===== config.mk =====
export PLATFORM = sky130hd
export DESIGN_NAME = tccs_ctrl
export DESIGN_NICKNAME = d
export VERILOG_FILES = /design/src/rtl/tccs_pkg.sv /design/src/rtl/tccs_ctrl.sv
export SDC_FILE = /design/constraint.sdc
export NUM_CORES = 1
export LEC_CHECK = 0
export CAP_MARGIN = 20
export CORE_ASPECT_RATIO = 1.1
export CORE_MARGIN = 5
export CORE_UTILIZATION = 30
export CTS_BUF_LIST = sky130_fd_sc_hd__clkbuf_16
export DETAILED_ROUTE_END_ITERATION = 10
export DONT_BUFFER_PORTS = 1
export PLACE_DENSITY = 0.41
export SYNTH_ARGS = -nofsm -noshare
export SYNTH_HDL_FRONTEND = slang
export SYNTH_SLANG_ARGS = --single-unit

===== constraint.sdc =====
create_clock -name clk -period 3.11 [get_ports clk]
set_clock_uncertainty 0.1 [all_clocks]
set_input_delay 0.933 -clock clk [delete_from_list [all_inputs] [get_ports clk]]
set_output_delay 0.933 -clock clk [all_outputs]
set_load 0.05 [all_outputs]

===== src/rtl/tccs_pkg.sv =====
package tccs_pkg;

    // Grid geometry
    localparam int COLUMNS = 80;
    localparam int ROWS    = 24;
    localparam int CELLS   = ROWS * COLUMNS;

    // Cursor column reaches COLUMNS itself (pending wrap)
    localparam int COL_W  = $clog2(COLUMNS + 1);
    localparam int ROW_W  = $clog2(ROWS);
    localparam int ADDR_W = $clog2(CELLS);

    localparam logic [7:0] NEWLINE_CODE = 8'd10;
    localparam logic [7:0] SPACE_CODE   = 8'd32;
    localparam logic [7:0] BLANK_CODE   = 8'd0;

    localparam logic [1:0] MODE_PUT   = 2'd0;
    localparam logic [1:0] MODE_CLEAR = 2'd1;
    localparam logic [1:0] MODE_READ  = 2'd2;

    typedef struct packed {
        logic [1:0] mode;
        logic [7:0] char_in;
        logic [6:0] read_col;
        logic [4:0] read_row;
    } req_t;

    typedef struct packed {
        logic [7:0] read_char;
        logic [6:0] cursor_col;
        logic [4:0] cursor_row;
        logic       scrolled;
    } rsp_t;

    typedef enum logic [2:0] {
        ST_INIT,
        ST_IDLE,
        ST_EXEC,
        ST_SCROLL,
        ST_PUT,
        ST_CLEAR,
        ST_READ,
        ST_FLUSH
    } ctrl_state_t;

    typedef struct packed {
        logic capture;
        logic cursor_home;
        logic wrap_line;
        logic scroll_start;
        logic clear_start;
        logic sweep_step;
        logic put_write;
        logic read_issue;
        logic out_load;
    } dp_cmd_t;

    typedef struct packed {
        logic [1:0] mode;
        logic       wrap_needed;
        logic       at_last_row;
        logic       is_newline;
        logic       sweep_last;
        logic       out_free;
    } dp_status_t;

    // Screen row to physical row; both operands are below ROWS
    function automatic logic [ROW_W-1:0] phys_row(input logic [ROW_W-1:0] top,
                                                  input logic [ROW_W-1:0] row);
        logic [ROW_W:0] sum;
        sum = {1'b0, top} + {1'b0, row};
        if (sum >= (ROW_W + 1)'(ROWS)) begin
            sum = sum - (ROW_W + 1)'(ROWS);
        end
        return sum[ROW_W-1:0];
    endfunction

    function automatic logic [ADDR_W-1:0] cell_addr(input logic [ROW_W-1:0] prow,
                                                    input logic [COL_W-1:0] col);
        return ADDR_W'(prow) * ADDR_W'(COLUMNS) + ADDR_W'(col);
    endfunction

endpackage


===== src/rtl/tccs_ctrl.sv =====
module tccs_ctrl
    import tccs_pkg::*;
(
    input  logic       clk,
    input  logic       rst_n,
    input  logic       req_valid,
    output logic       req_stall,
    input  dp_status_t status,
    output dp_cmd_t    cmd
);

    ctrl_state_t state_reg;
    ctrl_state_t state_next;

    always_ff @(posedge clk or negedge rst_n) begin
        if (!rst_n) begin
            state_reg <= ST_INIT;
        end else begin
            state_reg <= state_next;
        end
    end

    always_comb begin
        state_next = state_reg;
        cmd        = '0;
        req_stall  = 1'b1;
        case (state_reg)
            ST_INIT: begin
                // fill the grid with spaces after reset
                cmd.sweep_step = 1'b1;
                if (status.sweep_last) begin
                    state_next = ST_IDLE;
                end
            end
            ST_IDLE: begin
                req_stall = 1'b0;
                if (req_valid) begin
                    cmd.capture = 1'b1;
                    state_next  = ST_EXEC;
                end
            end
            ST_EXEC: begin
                case (status.mode)
                    MODE_PUT: begin
                        if (status.wrap_needed && status.at_last_row) begin
                            cmd.scroll_start = 1'b1;
                            state_next       = ST_SCROLL;
                        end else begin
                            cmd.wrap_line = status.wrap_needed;
                            cmd.put_write = !status.is_newline;
                            cmd.out_load  = status.out_free;
                            state_next    = status.out_free ? ST_IDLE : ST_FLUSH;
                        end
                    end
                    MODE_CLEAR: begin
                        cmd.cursor_home = 1'b1;
                        cmd.clear_start = 1'b1;
                        state_next      = ST_CLEAR;
                    end
                    MODE_READ: begin
                        cmd.read_issue = 1'b1;
                        state_next     = ST_READ;
                    end
                    default: begin
                        cmd.out_load = status.out_free;
                        state_next   = status.out_free ? ST_IDLE : ST_FLUSH;
                    end
                endcase
            end
            ST_SCROLL: begin
                cmd.sweep_step = 1'b1;
                if (status.sweep_last) begin
                    state_next = ST_PUT;
                end
            end
            ST_PUT: begin
                cmd.put_write = !status.is_newline;
                cmd.out_load  = status.out_free;
                state_next    = status.out_free ? ST_IDLE : ST_FLUSH;
            end
            ST_CLEAR: begin
                cmd.sweep_step = 1'b1;
                if (status.sweep_last) begin
                    state_next = ST_FLUSH;
                end
            end
            ST_READ: begin
                cmd.out_load = status.out_free;
                state_next   = status.out_free ? ST_IDLE : ST_FLUSH;
            end
            ST_FLUSH: begin
                if (status.out_free) begin
                    cmd.out_load = 1'b1;
                    state_next   = ST_IDLE;
                end
            end
            default: begin
                state_next = ST_IDLE;
            end
        endcase
    end

endmodule


; ---- Word-level counts from Yosys, hierarchy flattened
; Index checks and enable logic that the tools add are counted.
; Widths: inputs -> output; s select.
[word_totals]
in_bits = 10
output_inout_bits = 10
word_cells = 50
reg_bits = 3
[classes]
muxes = 27
eq_ne = 14
reduce_logical = 8
[ops]
columns = cell, count
row1 = $mux 3, 7
row2 = $pmux 3 s7, 1
row3 = $mux 1, 13
row4 = $eq 3x3->1 const B, 4
row5 = $ne 2x2->1 const B, 5
row6 = $pmux 3 s3, 1
row7 = $eq 3x2->1 const B, 2
row8 = $reduce_and 5->1, 1
row9 = $mux 4, 1
row10 = $pmux 1 s2, 2
row11 = $reduce_or 2->1, 2
row12 = $eq 3x1->1 const B, 1
row13 = $logic_not 3->1, 1
row14 = $pmux 1 s3, 1
row15 = $reduce_or 3->1, 1
row16 = $eq 2x1->1 const B, 1
row17 = $eq 2x2->1 const B, 1
row18 = $logic_not 2->1, 1
row19 = $mux 2, 1
row20 = $logic_and 1x1->1, 1
row21 = $logic_not 1->1, 1

; ---- Depth between registers and ports, before layout
; Gate-level depths: netlist of run 1.
[logic_depth]
word_depth = 4
depth_mapped = 5
depth_no_buf = 5

; ---- Worst setup path after synthesis of run 1
; No wires, ideal clock.
[synth_path]
kind = input to output
startpoint = in status[5] (netlist name)
endpoint = out cmd[2] (netlist name)
t_required_ps = 2077
path_slack_ps = -410
cell_stages = 4
path_buffers = 0
t_arrival_ps = 2487
cell_sequence = inv_1 -> ha_1 -> nand4b_1 -> a211oi_1
[synth_lines]
columns = element, line_no
row1 = "start, declared", tccs_ctrl.sv:8  ; input dp_status_t status,
row2 = "end, declared", tccs_ctrl.sv:9  ; output dp_cmd_t cmd

==> results of run 1 <==
-- path summary, 6_finish.rpt --
path                         startpoint      endpoint  slack (ns)  cells after the start
max                           status[5]        cmd[0]        0.28                      5
min                               rst_n  state_reg[0]        0.31                      0
max reg2reg                state_reg[2]  state_reg[0]        1.33                      5
min reg2reg                state_reg[1]  state_reg[1]        0.58                      3
max in group asynchronous         rst_n  state_reg[1]        2.53                      0
min in group clk           state_reg[1]  state_reg[1]        0.58                      3
-- worst max-delay path: stages --
cell     delay (ns)
ha_1           0.23
nor2b_1        0.14
o21ai_0        0.18
a31oi_2        0.11
buf_4          0.20
-- stage by stage --
stage	instances	cell area, um^2	hold WS, ns
finish	93	671.9	0.3053
CTS	93	671.9	0.3036
global route	93	671.9	0.2986
floorplan	66	513.0	0.5374
detailed placement	89	593.1	0.5375
global placement	89	593.1	0.5375
-- placed cells by master (no fill, tap or decap), types with 2 or more instances in the layout --
master     Yosys  layout
buf_4          1      11
nand2b_1       3       3
inv_1          7       8
dfrtp_1        3       3
nor2_1         2       2
ha_1           5       5
a21oi_1        2       2
clkbuf_16      0       3
mux2i_1        2       2
o21ai_0        5       5
and2_1         2       2
nand2_1        7       7
-- synthesized netlist by cell type --
| cell | count |
|---|---|
| inv_1 | 7 |
| nand2_1 | 7 |
| ha_1 | 5 |
| o21ai_0 | 5 |
| clkbuf_1 | 3 |
| dfrtp_1 | 3 |
| nand2b_1 | 3 |
| a211oi_1 | 2 |
| a21oi_1 | 2 |
| a31oi_1 | 2 |
| and2_1 | 2 |
| mux2i_1 | 2 |
| nor2_1 | 2 |
| nor3b_1 | 2 |
| a21boi_0 | 1 |
| a21boi_2 | 1 |
| a221oi_1 | 1 |
| a311o_1 | 1 |
| a31o_2 | 1 |
| buf_2 | 1 |
| buf_4 | 1 |
| mux4_2 | 1 |
| nand3_1 | 1 |
| nand3b_1 | 1 |
| nand4b_1 | 1 |
| nor2b_1 | 1 |
| o2111ai_1 | 1 |
| o21a_1 | 1 |
| o21ai_1 | 1 |
| o31ai_1 | 1 |
| or2_1 | 1 |
| or2_2 | 1 |
| xnor2_1 | 1 |
-- layer usage --
| layer | track usage | up-vias | part of all wire |
|---|---|---|---|
| li1 | - | 252 | - |
| met1 | 0.1351 | 230 | 0.46 |
| met2 | 0.1717 | 10 | 0.49 |
| met3 | 0.03989 | 0 | 0.043 |
| met4 | 0.01345 | 0 | 0 |
| met5 | 0 | - | 0 |
-- final cells by class --
cell class / instances / area share
clock buffers: 3 / 0.1117
flip-flops and latches: 3 / 0.1117
inverters: 7 / 0.03911
repair buffers: 11 / 0.1229
multi-input cells: 51 / 0.5773
well taps: 17 / 0.03166
clock inverters: 1 / 0.005587
-- kinds of logic after synthesis --
family,after synthesis,share of synthesized area
AOI/OAI and AO/OA,20,0.2771
and+or+nand+nor,22,0.2418
muxes,3,0.08564
xor gates and xnor gates,1,0.01764
DFF,3,0.1511
adders and majority gates,5,0.1259
buffers and inverters,12,0.1008
-- power by group --
group	total [mW]	internal [mW]	switching (mW)
registers	0.0891	0.0567	0.0324
clock network	0.202	0.166	0.0363
logic	0.401	0.157	0.244
total	0.692	0.380	0.313
==> flow_summary_export.csv, run 1 <==
group,metric,value,unit
die,chipHeight,52.68,um
die,rows,15,
sta,finalSetupViolations,0,
clock_tree,postCtsSetupRepairBufs,0,
power_and_ir_drop,power.density,1030,nW/um^2
clock_tree,cts_tree,"done",
setup_path,critPathMaxFanout,4,
yosys,postSynthRegisterBits,3,
yosys,syn_area_per_cell,7.526,um^2
die,start_util,0.3151,
die,core-area,1577,um^2
global_route,grt_pass1_wl,2118,um
global_route,grt_overflow,0,
sta,fmax,353.9,MHz
sta,hold_viol_final,0,
sta,setup_ws,0.2841,ns
finish,largest_reg_flops,3,
placement,gp_congestion,0.7500,
detailed_routing,routedWlPerCell,13.94,um
sta,tightest_slew,0.4962,ns
yosys,ys_seq_area_frac,0.1511,
die,die_area,2570,um^2
clock_tree,cts_resized,0,
worst_hold_path,holdCritPathClass,"primary input to asynchronous set/reset pin",
run,maxCapViolations,0,
setup_path,worstPathRequired,2.08,ns
global_route,grtUsageTotal,0.1055,
placement,dp_hpwl,981.5,um
clock_tree,clockBufferDepth,2,
finish,drive_gt1_frac,0.2763,
detailed_routing,ant_nets,0,
setup_path,worst_setup_path_end_kind,"output pin",
setup_path,start_kind,"primary input",
yosys,synth_top_area_frac,0.1511,
global_route,antenna_found_initial,0,
die,io_pins,20,
setup_path,path_class,"primary input to output pin",
sta,drv_slew,0,
finish,num_antenna_cells,0,
outcome,outcome,"complete, no violations",
yosys,synthCells,66,
yosys,yosys_warnings,0,
yosys,synth_area_leader_cell,"dfrtp_1",
setup_path,worstPathArrival,1.79,ns
finish,fin_util,0.4262,
sta,fin_crit_sh,0.9086,
detailed_routing,drc,0,
finish,multiInputGateArea,387.9,um^2
placement,io_buffer_count,0,
global_route,grt_max_degree,13,
detailed_routing,drt_iter0_markers,3,
power_and_ir_drop,p_leak,0.3068,nW
finish,fill_cells,177,
die,die_w,48.80,um
power_and_ir_drop,finalPower,692.3,uW
finish,seqCellArea,75.07,um^2
clock_tree,cts_buffers,3,
sta,rsz0062_at_grt,"no",
clock_tree,cts_hold_buffers,0,
detailed_routing,firstDrtPassIters,3,
clock_tree,clkLatencyLatePin,0.22,ns
yosys,synth_area_leaders,"dfrtp_1 (15%), ha_1 (13%), inv_1 (5.3%)",
finish,fin_nets,92,
yosys,synthesis.nets,81,
placement,post-place-ws,0.2615,ns
clock_tree,cts-root-buf,"clkbuf_16",
detailed_routing,routed_via_density,5.290,
finish,area.growth.synth_to_final,35.26,%
yosys,synth_cell_types,33,
power_and_ir_drop,peakVddDrop,0.4936,mV
clock_tree,clock_sinks,3,
detailed_routing,via_count,492,
clock_tree,htree_levels,1,
sta,relSlewSlack,0.6715,
yosys,netlist_area,496.7,um^2
sta,fin_setup_tns,0,ns
detailed_routing,routed_wl,1296,um
clock_tree,clk_pin_slew_worst_paths,0.03,ns
sta,period_minus_slack,2.826,ns
global_route,grt_pass1_vias,474,
(Power assumes the default switching activity.)
==> run 2: changes to the inputs <==
==> constraint.sdc (replaced) <==
create_clock -name clk -period 3.11 [get_ports clk]
set_clock_uncertainty 0.1 [all_clocks]
set_input_delay 0.4665 -clock clk [delete_from_list [all_inputs] [get_ports clk]]
set_output_delay 0.4665 -clock clk [all_outputs]
set_load 0.05 [all_outputs]
==> run 2 against run 1 <==
  * Sequential power increased by 39%
  * Worst setup slack better by 0.42 ns
  * Largest power group unchanged
  * Fmax rose by 18%
  * Clock power about the same
  * Wire length down 7.8%
  * Die area unchanged
==> flow_summary_export.csv, run 2 (synthesis results as in run 1) <==
group,metric,value,unit
setup_path,crit_path_end,"cmd[6]",
placement,placed_cells,85,
die,die_area,2570,um^2
finish,area.growth.synth_to_final,29.97,%
setup_path,path_class,"register to output pin",
setup_path,worstPathRequired,2.54,ns
sta,setup_ws,0.7076,ns
placement,dpl_cell_area,556.8,um^2
finish,drive_gt1_frac,0.2192,
sta,drv_slew,0,
power_and_ir_drop,power_frac_comb,0.505,
clock_tree,cts-root-buf,"clkbuf_16",
clock_tree,clock_sinks,3,
finish,largest_reg_flops,3,
sta,rsz0062_at_grt,"no",
setup_path,crit_start,"state_reg[1]",
finish,final_common_cell,"inv_1",
global_route,top_usage_layer,"met2",
detailed_routing,routedWlPerCell,13.28,um
detailed_routing,via_count,478,
worst_hold_path,holdCritPathClass,"primary input to register",
placement,io_buffer_count,0,
sta,period_minus_slack,2.402,ns
detailed_routing,drt_iter0_markers,6,
sta,finalSetupViolations,0,
detailed_routing,ant_nets,0,
clock_tree,htree_levels,1,
power_and_ir_drop,p_sw_frac,0.4613,
global_route,grt_overflow,0,
power_and_ir_drop,p_clk_frac,0.305,
global_route,use_met1,0.1145,
detailed_routing,routed_wl,1195,um
detailed_routing,routed_via_density,5.311,
setup_path,start_kind,"register",
clock_tree,cts_buffers,3,
setup_path,worstReg2RegEnd,"state_reg[0]",
setup_path,timing.rr.start,"state_reg[2]",
power_and_ir_drop,p_switching,302.6,uW
setup_path,worstPathArrival,1.84,ns
placement,dp_hpwl,912.7,um
finish,finalNonFillerCells,90,
clock_tree,clkLatencyLatePin,0.22,ns
clock_tree,cts_tree,"done",
placement,gp_congestion,0.6891,
die,io_pins,20,
clock_tree,clk_pin_slew_worst_paths,0.03,ns
finish,final_area,645.6,um^2
sta,hold_viol_final,0,
sta,fin_setup_tns,0,ns
sta,relSlewSlack,0.6475,
setup_path,reg2reg_depth,4,
clock_tree,postCtsSetupRepairBufs,0,
die,core-area,1577,um^2
power_and_ir_drop,intPower,353.4,uW
global_route,grt_max_degree,20,
worst_hold_path,hp-start,"status[0]",
global_route,grtUsageTotal,0.09401,
power_and_ir_drop,peakVddDrop,0.8470,mV
global_route,grt_pass1_vias,432,
placement,post-place-ws,0.9046,ns
sta,fmax,416.2,MHz
finish,fin_nets,89,
clock_tree,cts_resized,0,
die,chipHeight,52.68,um
global_route,grt_pass1_wl,1876,um
die,rows,15,
detailed_routing,drc,0,
global_route,antenna_found_initial,0,
finish,final_cell_mix,"inv_1 (8), nand2_1 (7), buf_4 (7), o21ai_0 (5), ha_1 (5)",
clock_tree,clockBufferDepth,2,
setup_path,critPathMaxFanout,15,
sta,tightest_slew,0.5287,ns
clock_tree,cts_hold_buffers,1,
power_and_ir_drop,seqPwrFrac,0.190,
global_route,global_route.usage.met2,0.1261,
power_and_ir_drop,p_leak,0.2906,nW
finish,num_antenna_cells,0,
sta,fin_crit_sh,0.7725,
power_and_ir_drop,power.density,1016,nW/um^2
run,maxCapViolations,0,
outcome,outcome,"complete, no violations",
setup_path,rrSetupSlack,1.29,ns
global_route,met3_usage,0.06268,
detailed_routing,firstDrtPassIters,2,
die,die_w,48.80,um
setup_path,worst_setup_path_end_kind,"output pin",
die,start_util,0.3151,
==> run 2: cell count changes in the layout (fill, tap and decap cells not counted), sizes merged <==
cell         before  now
buf              11    7
dlygate4sd3       0    1
==> run 2: worst min-delay path by stage <==
stage / to / slack, ns / cells after the start
final: state_reg[1] / 0.37 / 3
after global routing: state_reg[1] / 0.39 / 3
after CTS: state_reg[1] / 0.37 / 3
after detailed placement: state_reg[2] / 0.07 / 0
after global placement: state_reg[0] / 0.07 / 0
after floorplan: state_reg[0] / 0.07 / 0
==> run 2: cell type report <==
type	count	area, um^2
inverters	7	26.28
multi-input cells	51	381.6
repair buffers	8	62.56
clock buffers	3	75.07
clock inverters	1	3.754
well taps	17	21.27
fillers	185	930.9
flip-flops and latches	3	75.07
==> run 2: per-layer routing <==
layer  up-vias  share of wire
met5         -              0
met4         0              0
met3         0           0.10
met2        14           0.44
met1       217           0.46
li1        247              -
==> run 2: critical path, cell delays in order (launching register included) <==
cell	delay, ns
dfrtp_1	0.62
nor3b_1	0.45
nand2_1	0.15
nor3b_2	0.18
buf_4	0.21
==> run 2: power by group through the flow <==
stage / clock [mW] / combinational, mW / sequential [mW]
after global routing: 0.207 / 0.357 / 0.132
after floorplan: 0 / 0.322 / 0.0715
after global placement: 0 / 0.333 / 0.126
final: 0.200 / 0.332 / 0.124
after detailed placement: 0 / 0.334 / 0.125
after CTS: 0.202 / 0.337 / 0.125
==> run 2: per-stage QoR <==
stage	utilization	hold slack [ns]	total power, mW
after global routing	0.4095	0.3869	0.6965
after global placement	0.3532	0.07098	0.4591
after floorplan	-	0.07091	0.3936
after detailed placement	0.3532	0.07098	0.4587
final	0.4095	0.3652	0.6559
after CTS	0.4095	0.3701	0.6636
